File: config.mk
export PLATFORM = sky130hd
export DESIGN_NAME = gble_ctrl
export DESIGN_NICKNAME = d
export VERILOG_FILES = /design/src/sv/gble_pkg.sv /design/src/sv/gble_ctrl.sv
export SDC_FILE = /design/constraint.sdc
export NUM_CORES = 1
export LEC_CHECK = 0
export BUFFER_PORTS_ARGS = -buffer_cell sky130_fd_sc_hd__buf_2
export CAP_MARGIN = 20
export CORE_ASPECT_RATIO = 1.2
export CORE_MARGIN = 1.5
export CORE_UTILIZATION = 35
export DETAILED_ROUTE_END_ITERATION = 12
export SYNTH_ARGS = -nofsm -noshare
export SYNTH_HDL_FRONTEND = slang
export SYNTH_SLANG_ARGS = --single-unit
File: constraint.sdc
create_clock -name clk -period 3.05 [get_ports clk]
set_clock_uncertainty 0.15 [all_clocks]
set_input_delay 0.305 -clock clk [delete_from_list [all_inputs] [get_ports clk]]
set_output_delay 0.305 -clock clk [all_outputs]
set_load 0.005 [all_outputs]
File: src/sv/gble_pkg.sv
// Shared types and constants for the grid likelihood estimator.
// No dependencies; imported by gble_ctrl, gble_dp and the top level.
`default_nettype none
package gble_pkg;

  localparam int IDX_W  = 8;
  localparam int CELL_W = 32;
  localparam int LOG_W  = 21;   // 5 integer bits, 16 fraction bits
  localparam int STEP_W = 5;

  localparam logic [IDX_W-1:0]  LAST_IDX   = 8'hFF;
  localparam logic [CELL_W-1:0] UNIFORM    = 32'h0100_0000;
  localparam logic [15:0]       LN2_Q16    = 16'd45426;
  localparam logic [39:0]       THR16      = 40'd687194767;
  localparam logic [39:0]       THR50      = 40'd2147483648;
  localparam logic [39:0]       THR84      = 40'd3607772528;
  localparam logic [STEP_W-1:0] LOG_STEPS  = 5'd15;
  localparam logic [STEP_W-1:0] DIV_STEPS  = 5'd31;

  typedef enum logic [1:0] {
    LSRC_BACK  = 2'd0,
    LSRC_FRONT = 2'd1,
    LSRC_POS   = 2'd2
  } log_src_t;

  typedef struct packed {
    logic             accept;
    logic             restart;
    logic             log_load;
    log_src_t         log_src;
    logic             log_step;
    logic             cap_lb;
    logic             set_base;
    logic             cell_rd;
    logic             mag;
    logic             den;
    logic             div_load;
    logic             div_step;
    logic             mul_u;
    logic             acc;
    logic             norm_rd;
    logic             norm_load;
    logic             norm_step;
    logic             norm_wr;
    logic             scan_init;
    logic             scan_rd;
    logic             scan_proc;
    logic [IDX_W-1:0] idx;
  } cmd_t;

  typedef struct packed {
    logic energy_zero;
    logic sum_zero;
  } sts_t;

endpackage
`default_nettype wire

File: src/sv/gble_ctrl.sv
// Sequencer for the estimator: walks the log, weighting, normalising and scan passes.
// Depends on gble_pkg; drives gble_dp through cmd_t and reads sts_t.
`default_nettype none
module gble_ctrl import gble_pkg::*; (
  input  logic clk,
  input  logic rst,
  input  logic start,
  input  logic op,
  input  sts_t sts,
  output cmd_t cmd,
  output logic busy,
  output logic done
);

  typedef enum logic [19:0] {
    S_IDLE    = 20'h00001,
    S_LOGB_LD = 20'h00002,
    S_LOGB    = 20'h00004,
    S_LOGF_LD = 20'h00008,
    S_LOGF    = 20'h00010,
    S_BASE    = 20'h00020,
    S_CELL    = 20'h00040,
    S_LOGX    = 20'h00080,
    S_DIST    = 20'h00100,
    S_DEN     = 20'h00200,
    S_DIVLD   = 20'h00400,
    S_DIV     = 20'h00800,
    S_MULU    = 20'h01000,
    S_ACC     = 20'h02000,
    S_NCHK    = 20'h04000,
    S_NRD     = 20'h08000,
    S_NLD     = 20'h10000,
    S_NDIV    = 20'h20000,
    S_NWR     = 20'h40000,
    S_SCAN    = 20'h80000
  } state_t;

  // scan uses two sub-phases tracked by a flag
  state_t             state, state_next;
  logic [IDX_W-1:0]   idx, idx_next;
  logic [STEP_W-1:0]  step, step_next;
  logic               phase, phase_next;   // scan: 0 read, 1 process
  logic               fin, fin_next;

  always_ff @(posedge clk) begin
    if (rst) begin
      state <= S_IDLE;
      idx   <= '0;
      step  <= '0;
      phase <= 1'b0;
      fin   <= 1'b0;
    end else begin
      state <= state_next;
      idx   <= idx_next;
      step  <= step_next;
      phase <= phase_next;
      fin   <= fin_next;
    end
  end

  assign busy = (state != S_IDLE) || fin;
  assign done = fin;

  always_comb begin
    state_next = state;
    idx_next   = idx;
    step_next  = step;
    phase_next = phase;
    fin_next   = 1'b0;
    cmd        = '0;
    cmd.idx    = idx;
    cmd.log_src = LSRC_BACK;
    unique case (state)
      S_IDLE: begin
        if (start && !fin) begin
          cmd.accept = 1'b1;
          if (op) begin
            cmd.restart = 1'b1;
            state_next  = S_SCAN;
          end else if (sts.energy_zero) begin
            state_next = S_SCAN;
          end else begin
            state_next = S_LOGB_LD;
          end
          idx_next   = '0;
          phase_next = 1'b0;
        end
      end
      S_LOGB_LD: begin
        cmd.log_load = 1'b1;
        cmd.log_src  = LSRC_BACK;
        step_next    = '0;
        state_next   = S_LOGB;
      end
      S_LOGB: begin
        cmd.log_step = 1'b1;
        step_next    = step + 1'b1;
        if (step == LOG_STEPS) state_next = S_LOGF_LD;
      end
      S_LOGF_LD: begin
        cmd.cap_lb   = 1'b1;
        cmd.log_load = 1'b1;
        cmd.log_src  = LSRC_FRONT;
        step_next    = '0;
        state_next   = S_LOGF;
      end
      S_LOGF: begin
        cmd.log_step = 1'b1;
        step_next    = step + 1'b1;
        if (step == LOG_STEPS) state_next = S_BASE;
      end
      S_BASE: begin
        cmd.set_base = 1'b1;
        idx_next     = '0;
        state_next   = S_CELL;
      end
      S_CELL: begin
        cmd.cell_rd  = 1'b1;
        cmd.log_load = 1'b1;
        cmd.log_src  = LSRC_POS;
        step_next    = '0;
        state_next   = S_LOGX;
      end
      S_LOGX: begin
        cmd.log_step = 1'b1;
        step_next    = step + 1'b1;
        if (step == LOG_STEPS) state_next = S_DIST;
      end
      S_DIST: begin
        cmd.mag    = 1'b1;
        state_next = S_DEN;
      end
      S_DEN: begin
        cmd.den    = 1'b1;
        state_next = S_DIVLD;
      end
      S_DIVLD: begin
        cmd.div_load = 1'b1;
        step_next    = '0;
        state_next   = S_DIV;
      end
      S_DIV: begin
        cmd.div_step = 1'b1;
        step_next    = step + 1'b1;
        if (step == DIV_STEPS) state_next = S_MULU;
      end
      S_MULU: begin
        cmd.mul_u  = 1'b1;
        state_next = S_ACC;
      end
      S_ACC: begin
        cmd.acc    = 1'b1;
        idx_next   = idx + 1'b1;
        state_next = (idx == LAST_IDX) ? S_NCHK : S_CELL;
      end
      S_NCHK: begin
        idx_next   = '0;
        phase_next = 1'b0;
        state_next = sts.sum_zero ? S_SCAN : S_NRD;
      end
      S_NRD: begin
        cmd.norm_rd = 1'b1;
        state_next  = S_NLD;
      end
      S_NLD: begin
        cmd.norm_load = 1'b1;
        step_next     = '0;
        state_next    = S_NDIV;
      end
      S_NDIV: begin
        cmd.norm_step = 1'b1;
        step_next     = step + 1'b1;
        if (step == DIV_STEPS) state_next = S_NWR;
      end
      S_NWR: begin
        cmd.norm_wr = 1'b1;
        idx_next    = idx + 1'b1;
        phase_next  = 1'b0;
        state_next  = (idx == LAST_IDX) ? S_SCAN : S_NRD;
      end
      S_SCAN: begin
        // idx is 0 on entry; first read cycle also clears the scan registers
        if (!phase) begin
          cmd.scan_rd   = 1'b1;
          cmd.scan_init = (idx == '0);
          phase_next    = 1'b1;
        end else begin
          cmd.scan_proc = 1'b1;
          phase_next    = 1'b0;
          idx_next      = idx + 1'b1;
          if (idx == LAST_IDX) begin
            state_next = S_IDLE;
            fin_next   = 1'b1;
          end
        end
      end
      default: state_next = S_IDLE;
    endcase
  end

endmodule
`default_nettype wire

-- After elaboration in Yosys (flattened, before gate mapping)
Index checks and enable logic that the tools add are counted.
- word-level logic and storage cells: 101
- input port bits: 6
- flip-flop bits (word level): 35
- bitwise logic cells: 2
- equal/unequal tests: 32
- $add $sub $neg: 2
- reductions and logical operators: 17
- multiplexer cells: 43
- operator list (operator ; count):
    20-bit one-hot mux with 20 select lines ; 1
    20-bit 2-to-1 mux ; 12
    8-bit one-hot mux with 4 select lines ; 1
    20-bit by 1-bit == test with 1-bit output, second input constant ; 1
    20-bit by 10-bit == test with 1-bit output, second input constant ; 1
    20-bit by 11-bit == test with 1-bit output, second input constant ; 1
    20-bit by 12-bit == test with 1-bit output, second input constant ; 1
    20-bit by 13-bit == test with 1-bit output, second input constant ; 1
    20-bit by 14-bit == test with 1-bit output, second input constant ; 1
    20-bit by 15-bit == test with 1-bit output, second input constant ; 1
    20-bit by 16-bit == test with 1-bit output, second input constant ; 1
    20-bit by 17-bit == test with 1-bit output, second input constant ; 1
    20-bit by 18-bit == test with 1-bit output, second input constant ; 1
    20-bit by 19-bit == test with 1-bit output, second input constant ; 1
    20-bit by 2-bit == test with 1-bit output, second input constant ; 1
    20-bit == test, second input constant ; 1
    20-bit by 3-bit == test with 1-bit output, second input constant ; 1
    20-bit by 4-bit == test with 1-bit output, second input constant ; 1
    20-bit by 5-bit == test with 1-bit output, second input constant ; 1
    20-bit by 6-bit == test with 1-bit output, second input constant ; 1
    20-bit by 7-bit == test with 1-bit output, second input constant ; 1
    20-bit by 8-bit == test with 1-bit output, second input constant ; 1
    20-bit by 9-bit == test with 1-bit output, second input constant ; 1
    20-bit by 1-bit inequality test with 1-bit output, second input constant ; 1
    other kinds (28) ; 61

-- Depth between registers and ports, before layout
Gate-level depths: netlist of run 1.
- depth in word-level cells: 4
- depth in mapped cells: 8
- mapped depth without buffers: 7

-- Worst setup path before layout of run 1
Ideal clock, no wire load.
- kind: flip-flop to flip-flop
- start: register state[12]
- end: register step[2]
- arrival time: 2252 ps
- setup time: 70 ps
- slack: 578 ps
- stages on the path, launching flop included: 9
- path buffers: 2
- clock period less this slack: 2472 ps
- cell sequence: dfxtp_1 or4_1 buf_6 nor4_4 a32o_2 nor3_2 buf_6 or3_1 a21boi_1
- cells in the longest elaborated chain, start to end: 3
- elaborated cells between the ends (all ways): 14
- classes of those cells: eq/ne (10); mux (1); reduce/logical (3)
- ends and longest elaborated chain (what ; RTL line ; RTL):
    start: declaration ; gble_ctrl.sv:39 ; state_t state, state_next;
    start signal: assignment ; gble_ctrl.sv:53 ; state <= state_next;
    20-bit by 18-bit == test with 1-bit output (tied with other cells) ; gble_ctrl.sv:73 ; unique case (state)
    5-bit OR reduction (no line) ; -- ;
    5-bit one-hot mux with 2 select lines / 2-bit nonzero test (equally long branches) ; -- ;
    end signal: assignment ; gble_ctrl.sv:55 ; step <= step_next;
    end: declaration ; gble_ctrl.sv:41 ; logic [STEP_W-1:0] step, step_next;
Several ways; a longest one is shown, not always the timed one.
A chain may end at the register's enable or synchronous reset.

==> impl_metrics.xml, run 1 <==
<?xml version="1.0" encoding="UTF-8"?>
<metrics>
  <group name="detailed_routing">
    <metric name="routed_wire_length" unit="um">5880</metric>
    <metric name="drtAntennaViolNets" unit="">0</metric>
    <metric name="avgViaCountPerCell" unit="">5.64</metric>
    <metric name="dr.pass1.iters" unit="">5</metric>
    <metric name="total_number_of_vias" unit="">2137</metric>
    <metric name="avgRoutedWirePerCell" unit="um">15.5</metric>
    <metric name="drt-initial-drc-count" unit="">147</metric>
    <metric name="detail_route.drc_violations" unit="">0</metric>
  </group>
  <group name="yosys">
    <metric name="async_reset_ff_frac" unit="">0</metric>
    <metric name="yosys_warnings" unit="">0</metric>
    <metric name="mappedNetlistNets" unit="">272</metric>
    <metric name="post_synth.cell_area_avg" unit="um^2">8.30</metric>
    <metric name="synth.top_cell.area_share" unit="">0.323</metric>
    <metric name="yosysSeqAreaShare" unit="">0.323</metric>
    <metric name="yosys_register_bits" unit="">35</metric>
    <metric name="ys_dominant_reg_cell" unit="">dfxtp_1</metric>
    <metric name="synth_enable_flop_cells" unit="">0</metric>
    <metric name="mappedNetlistArea" unit="um^2">2170</metric>
    <metric name="synthDominantAreaCellType" unit="">dfxtp_1</metric>
    <metric name="ys_types" unit="">52</metric>
    <metric name="synthCells" unit="">261</metric>
    <metric name="synth_top_area_cells" unit="">dfxtp_1 (32%), a21oi_1 (5.5%), nor4_1 (3.5%)</metric>
    <metric name="synth_most_common_cell" unit="">dfxtp_1</metric>
    <metric name="netlist_top_cells_count" unit="">dfxtp_1 (35), a21oi_1 (24), nor2_1 (19)</metric>
  </group>
  <group name="clock_network">
    <metric name="htree_num_levels" unit="">2</metric>
    <metric name="cts_buffer_depth" unit="">2</metric>
    <metric name="clock_latency_on_the_worst_skew_pair" unit="ps">290</metric>
    <metric name="cts_tree" unit="">done</metric>
    <metric name="clock_sinks" unit="">35</metric>
    <metric name="clk_root_buffer_cell" unit="">clkbuf_8</metric>
    <metric name="tritoncts.num_buffers" unit="">5</metric>
    <metric name="clk_pin_slew_worst_paths" unit="ps">70</metric>
    <metric name="post_cts_hold_buffer_count" unit="">0</metric>
  </group>
  <group name="layout">
    <metric name="nets" unit="">309</metric>
    <metric name="synthToLayoutAreaGrowth" unit="%">15.4</metric>
    <metric name="post_route_cells_drive_above_1_share" unit="">0.215</metric>
    <metric name="nFillCells" unit="">622</metric>
    <metric name="final_area" unit="um^2">2500</metric>
    <metric name="antenna_cells" unit="">0</metric>
  </group>
  <group name="run">
    <metric name="count_of_max_cap_constraint_violations" unit="">0</metric>
  </group>
  <group name="placement">
    <metric name="gp_congestion" unit="">0.823</metric>
    <metric name="placement.io_buffers" unit="">37</metric>
    <metric name="post-dp-hpwl" unit="um">4450</metric>
    <metric name="post_dp_cell_area" unit="um^2">2420</metric>
  </group>
  <group name="status">
    <metric name="run_status" unit="">finished, final reports clean</metric>
  </group>
  <group name="timing">
    <metric name="fmaxAchievable" unit="MHz">347</metric>
    <metric name="timing_worst_slew_pin_value" unit="ps">622</metric>
    <metric name="finalSetupViolations" unit="">0</metric>
    <metric name="final_report_max_slew_violation_count" unit="">0</metric>
    <metric name="min_period" unit="ps">2880</metric>
    <metric name="portion_of_the_clock_cycle_consumed_by_the_worst_path_in_the_final_layout" unit="">0.944</metric>
    <metric name="rsz0062_at_grt" unit="">no</metric>
    <metric name="setup-tns-final" unit="ps">0</metric>
    <metric name="maxSlewHeadroom" unit="">0.580</metric>
    <metric name="report.final.hold_viol_count" unit="">0</metric>
  </group>
  <group name="floorplan">
    <metric name="core-area" unit="um^2">6010</metric>
    <metric name="floorplan.initialDensity" unit="">0.360</metric>
    <metric name="dieWidth" unit="um">74.8</metric>
    <metric name="die_area" unit="um^2">6670</metric>
    <metric name="rows" unit="">31</metric>
    <metric name="die_height" unit="um">89.2</metric>
    <metric name="top_level_ports" unit="">38</metric>
  </group>
  <group name="global_routing">
    <metric name="first_global_vias" unit="">1877</metric>
    <metric name="pin_count_of_the_biggest_net_entering_global_routing" unit="">27</metric>
    <metric name="initial_antenna_violation_count" unit="">0</metric>
    <metric name="overflow" unit="">0</metric>
    <metric name="grt_pass1_wl" unit="um">9280</metric>
    <metric name="track_usage" unit="">0.186</metric>
  </group>
  <group name="setup_path">
    <metric name="crit_path_start_kind" unit="">register</metric>
    <metric name="worstPathMaxFanout" unit="">8</metric>
    <metric name="path_cells" unit="">or4_4, nor4_4, nand4_1, inv_1, and3_1, buf_2</metric>
    <metric name="timing.critical_path.to_type" unit="">output port</metric>
    <metric name="cp.required" unit="ps">2590</metric>
    <metric name="critPathSlowestCell" unit="">or4_4</metric>
    <metric name="criticalPathCategory" unit="">register to output port</metric>
    <metric name="worst-r2r-cell-count" unit="">6</metric>
    <metric name="worst_ep_arrival_time" unit="ps">2420</metric>
    <metric name="cpPeakStageDelay" unit="ps">640</metric>
  </group>
  <group name="power">
    <metric name="power_density" unit="nW/um^2">522</metric>
    <metric name="vdd_ir_drop_max" unit="V">0.000233</metric>
    <metric name="leakage" unit="nW">0.988</metric>
  </group>
  <group name="hold_path">
    <metric name="min_delay_path_depth" unit="">3</metric>
    <metric name="hp-class" unit="">input pin to register</metric>
  </group>
</metrics>
-- metrics by stage --
| stage | worst slack (ps) | power, mW | utilization | hold WS (ps) | cells |
|---|---|---|---|---|---|
| after floorplan | 578 | 0.860 | - | 310 | 261 |
| after global placement | 231 | 0.991 | 0.403 | 330 | 373 |
| after detailed placement | 143 | 0.993 | 0.403 | 330 | 373 |
| after CTS | 42.7 | 1.31 | 0.415 | 147 | 379 |
| after global routing | 4.96 | 1.38 | 0.416 | 167 | 379 |
| final | 171 | 1.30 | 0.416 | 154 | 379 |
-- metal layers --
| layer | GRT usage | vias up | part of all wire |
|---|---|---|---|
| met1 | 0.226 | 1011 | 0.43 |
| met3 | 0.0282 | 10 | 0.028 |
| met2 | 0.324 | 44 | 0.52 |
| met4 | 0.0777 | 0 | 0.024 |
| met5 | 0 | - | 0 |
| li1 | - | 1072 | - |
-- flip-flops by register name (all words and copies together) (netlist names) --
| name | flops |
|---|---|
| step | 5 |
| idx | 8 |
| state | 20 |
| done | 1 |
| phase | 1 |
-- where the power goes --
part | internal, mW | total (mW) | switching (mW) | leakage, nW
Sequential | 0.475 | 0.500 | 0.0256 | 0.282
Combinational | 0.173 | 0.485 | 0.312 | 0.669
Clock | 0.152 | 0.319 | 0.167 | 0.0371
-- layout by cell type (no fill, tap or decap), types with 4 or more instances in the layout --
cell type,count
and3_1,7
nor4_1,12
dfxtp_1,35
ha_1,5
nor4_2,4
nor3_1,9
nor3b_1,4
or4_1,6
nand2b_1,10
a21oi_1,24
o21ai_0,10
nand4_1,8
nand2_1,12
inv_1,12
nor4b_1,5
buf_2,37
or3_1,5
clkbuf_8,5
buf_4,4
nand3_1,10
nor2_1,19
-- critical path: cells and delay by family (launching register included) --
kind                   cells  cell delay (ps)
and+or+nand+nor            4             1470
DFF                        1              390
buffers and inverters      2              270
-- worst paths after layout --
path                  start       end  slack [ps]
hold reg to reg     step[4]   step[4]         330
setup / recovery  state[12]   cmd[10]         170
setup reg to reg   state[1]    idx[7]         250
hold / removal       sts[1]  state[1]         150
-- layout make-up --
cell class              instances  area [um^2]  area share
multi-input cells             203         1370       0.546
clock buffers                   6         72.6      0.0290
well taps                      82          103      0.0410
flip-flops and latches         35          701       0.280
repair buffers                 41          215      0.0860
inverters                      12         45.0      0.0180
-- cell families (layout without fill, tap and decap cells) --
| family | count (synthesis) | count (layout) | synth area share |
|---|---|---|---|
| and+or+nand+nor | 135 | 135 | 0.402 |
| AOI/OAI and AO/OA | 59 | 59 | 0.180 |
| DFF | 35 | 35 | 0.323 |
| buffers and inverters | 23 | 59 | 0.0502 |
| adders and majority gates | 5 | 5 | 0.0289 |
| xor gates and xnor gates | 4 | 4 | 0.0162 |
-- what timing repair did --
item	CTS	global route
setup endpoints to repair	0	2
buffers inserted	0	0
gates resized for setup	0	2
Note: power is estimated with default switching activity, not from simulation.
==> run 2, diff against run 1 <==
Settings changed: ABC_AREA set to 1, SETUP_SLACK_MARGIN set to 0.3.
==> run 2 against run 1 <==
  * Core utilization up 0.67 points
  * Cell count up 26%
  * Maximum frequency up 26%
  * Non-clock buffer count down 4
  * Sequential power up 7.2%
  * Largest power group is now combinational cells
  * Highest routed layer unchanged
==> impl_metrics.xml, run 2 <==
<?xml version="1.0" encoding="UTF-8"?>
<metrics>
  <group name="status">
    <metric name="run_status" unit="">finished, final reports clean</metric>
  </group>
  <group name="clock_network">
    <metric name="cts_buffer_depth" unit="">2</metric>
    <metric name="clk_pin_slew_worst_paths" unit="ps">80</metric>
    <metric name="clock_latency_on_the_worst_skew_pair" unit="ps">290</metric>
    <metric name="cts_post_setup_buffers_inserted" unit="">0</metric>
    <metric name="cts_tree" unit="">done</metric>
    <metric name="cts_resized" unit="">0</metric>
    <metric name="htree_num_levels" unit="">2</metric>
    <metric name="tritoncts.num_buffers" unit="">5</metric>
    <metric name="clk_root_buffer_cell" unit="">clkbuf_8</metric>
    <metric name="clock_sinks" unit="">35</metric>
    <metric name="post_cts_hold_buffer_count" unit="">0</metric>
  </group>
  <group name="placement">
    <metric name="gp_congestion" unit="">0.872</metric>
    <metric name="placed_cells" unit="">469</metric>
    <metric name="post-dp-hpwl" unit="um">4730</metric>
    <metric name="placement.io_buffers" unit="">37</metric>
  </group>
  <group name="detailed_routing">
    <metric name="routed_wire_length" unit="um">6040</metric>
    <metric name="avgRoutedWirePerCell" unit="um">12.7</metric>
    <metric name="dr.pass1.iters" unit="">4</metric>
    <metric name="detail_route.drc_violations" unit="">0</metric>
    <metric name="drt-initial-drc-count" unit="">106</metric>
    <metric name="drtAntennaViolNets" unit="">0</metric>
    <metric name="avgViaCountPerCell" unit="">4.77</metric>
    <metric name="total_number_of_vias" unit="">2274</metric>
  </group>
  <group name="hold_path">
    <metric name="hp-class" unit="">input pin to register</metric>
    <metric name="worst_hold_startpoint" unit="">sts[1]</metric>
    <metric name="min_delay_path_depth" unit="">4</metric>
    <metric name="holdPathEnd" unit="">state[1]</metric>
  </group>
  <group name="yosys">
    <metric name="synth.top_cell.area_share" unit="">0.292</metric>
    <metric name="synthCells" unit="">353</metric>
    <metric name="async_reset_ff_frac" unit="">0</metric>
    <metric name="yosys_register_bits" unit="">35</metric>
    <metric name="synth_most_common_cell" unit="">inv_1</metric>
    <metric name="mappedNetlistNets" unit="">364</metric>
    <metric name="yosys_warnings" unit="">0</metric>
    <metric name="synth_enable_flop_cells" unit="">0</metric>
    <metric name="ys_dominant_reg_cell" unit="">dfxtp_1</metric>
    <metric name="yosysSeqAreaShare" unit="">0.292</metric>
    <metric name="netlist_top_cells_count" unit="">inv_1 (62), nand2_1 (60), nor2_1 (47), dfxtp_1 (35), nand3_1 (18)</metric>
    <metric name="mappedNetlistArea" unit="um^2">2400</metric>
    <metric name="post_synth.cell_area_avg" unit="um^2">6.79</metric>
    <metric name="synthDominantAreaCellType" unit="">dfxtp_1</metric>
    <metric name="ys_types" unit="">34</metric>
    <metric name="synth_top_area_cells" unit="">dfxtp_1 (29%), inv_1 (9.7%), nand2_1 (9.4%)</metric>
  </group>
  <group name="timing">
    <metric name="min_period" unit="ps">2280</metric>
    <metric name="rsz0062_at_grt" unit="">no</metric>
    <metric name="finalSetupViolations" unit="">0</metric>
    <metric name="setup-tns-final" unit="ps">0</metric>
    <metric name="worst_hold_slack" unit="ps">157</metric>
    <metric name="portion_of_the_clock_cycle_consumed_by_the_worst_path_in_the_final_layout" unit="">0.747</metric>
    <metric name="timing_worst_slew_pin_value" unit="ps">408</metric>
    <metric name="final_report_max_slew_violation_count" unit="">0</metric>
    <metric name="fmaxAchievable" unit="MHz">439</metric>
    <metric name="report.final.hold_viol_count" unit="">0</metric>
    <metric name="maxSlewHeadroom" unit="">0.727</metric>
  </group>
  <group name="layout">
    <metric name="multi_input_comb_area" unit="um^2">1400</metric>
    <metric name="synthToLayoutAreaGrowth" unit="%">15.0</metric>
    <metric name="nets" unit="">402</metric>
    <metric name="layout.cells.most_common" unit="">inv_1</metric>
    <metric name="most_frequent_cells_in_the_layout" unit="">inv_1 (62), nand2_1 (60), nor2_1 (47)</metric>
    <metric name="layout.cells.non_filler" unit="">477</metric>
    <metric name="largestRegisters" unit="">state (20), idx (8), step (5)</metric>
    <metric name="antenna_cells" unit="">0</metric>
    <metric name="nFillCells" unit="">718</metric>
    <metric name="seqCellArea" unit="um^2">701</metric>
    <metric name="largest-register" unit="">state</metric>
    <metric name="largest_register_ffs" unit="">20</metric>
    <metric name="post_route_cells_drive_above_1_share" unit="">0.242</metric>
  </group>
  <group name="setup_path">
    <metric name="crit_path_start_kind" unit="">register</metric>
    <metric name="reg2reg_to" unit="">state[6]</metric>
    <metric name="worstPathMaxFanout" unit="">15</metric>
    <metric name="worst-r2r-cell-count" unit="">12</metric>
    <metric name="path_cells" unit="">nor2_4, nand2_4, nor2_8, nand3_2, inv_2, nand2_1, nor3b_1, buf_2</metric>
    <metric name="cp.required" unit="ps">2590</metric>
    <metric name="r2r_setup_slack" unit="ps">790</metric>
    <metric name="critPathSlowestCell" unit="">dfxtp_1</metric>
    <metric name="worst_ep_arrival_time" unit="ps">1820</metric>
    <metric name="timing.critical_path.to_type" unit="">output port</metric>
    <metric name="crit-reg2reg-launch" unit="">idx[0]</metric>
    <metric name="criticalPathCategory" unit="">register to output port</metric>
    <metric name="cpPeakStageDelay" unit="ps">350</metric>
  </group>
  <group name="power">
    <metric name="vdd_ir_drop_max" unit="V">0.000247</metric>
    <metric name="power" unit="mW">2.12</metric>
    <metric name="power_density" unit="nW/um^2">767</metric>
    <metric name="leakage" unit="nW">1.49</metric>
  </group>
  <group name="global_routing">
    <metric name="pin_count_of_the_biggest_net_entering_global_routing" unit="">20</metric>
    <metric name="initial_antenna_violation_count" unit="">0</metric>
    <metric name="track_usage" unit="">0.176</metric>
    <metric name="grt_pass1_wl" unit="um">9940</metric>
    <metric name="overflow" unit="">0</metric>
    <metric name="first_global_vias" unit="">2133</metric>
  </group>
  <group name="floorplan">
    <metric name="core-area" unit="um^2">6530</metric>
    <metric name="floorplan.initialDensity" unit="">0.368</metric>
    <metric name="die_area" unit="um^2">7360</metric>
    <metric name="dieWidth" unit="um">78.6</metric>
    <metric name="top_level_ports" unit="">38</metric>
    <metric name="die_height" unit="um">93.7</metric>
    <metric name="rows" unit="">32</metric>
  </group>
  <group name="run">
    <metric name="count_of_max_cap_constraint_violations" unit="">0</metric>
  </group>
</metrics>
-- run 2: worst max path at each step --
stage / startpoint / endpoint / slack [ps]
2_1_floorplan: idx[1] / state[7] / 1170
3_3_place_gp: idx[0] / state[6] / 780
3_5_place_dp: idx[0] / state[6] / 800
4_1_cts: state[9] / cmd[28] / 760
5_1_grt: state[8] / cmd[28] / 570
6_report: state[14] / cmd[28] / 770
-- run 2: per-stage QoR --
step / instance area, um^2 / utilization / worst slack, ps
5_1_grt: 2760 / 0.423 / 570
2_1_floorplan: 2400 / - / 1170
3_3_place_gp: 2640 / 0.405 / 782
3_5_place_dp: 2640 / 0.405 / 797
6_report: 2760 / 0.423 / 773
4_1_cts: 2760 / 0.423 / 762
-- run 2: metal layers --
metal	GRT usage	routed length [um]	vias to the layer above
met5	0	0	-
met4	0.0655	116	0
met3	0.0320	193	8
met2	0.300	3030	34
met1	0.219	2700	1045
li1	-	-	1187
-- run 2: kinds of logic after synthesis --
logic type      Yosys count  synth area share
simple gates            211             0.488
buf+inv                  73             0.126
flops                    35             0.292
compound gates           25            0.0527
fa+ha+maj                 5            0.0261
xor+xnor                  4            0.0146
-- run 2: critical path: cells and delay by family, from the launching register on --
kind,cells,cell delay (ps)
buffers and inverters,2,230
flip-flops,1,350
AND/OR/NAND/NOR,6,940
-- run 2: final cells by class --
class | instances | area share
Tap cell | 85 | 0.0385
Clock buffer | 6 | 0.0299
Sequential cell | 35 | 0.254
Clock inverter | 2 | 0.0127
Inverter | 67 | 0.0921
Timing Repair Buffer | 37 | 0.0671
Multi-Input combinational cell | 245 | 0.506
-- run 2: power by group --
group	leakage, nW	internal [mW]	total, mW	switching (mW)
clock	0.0612	0.265	0.444	0.179
combinational	1.15	0.328	1.14	0.809
sequential	0.283	0.502	0.536	0.0336
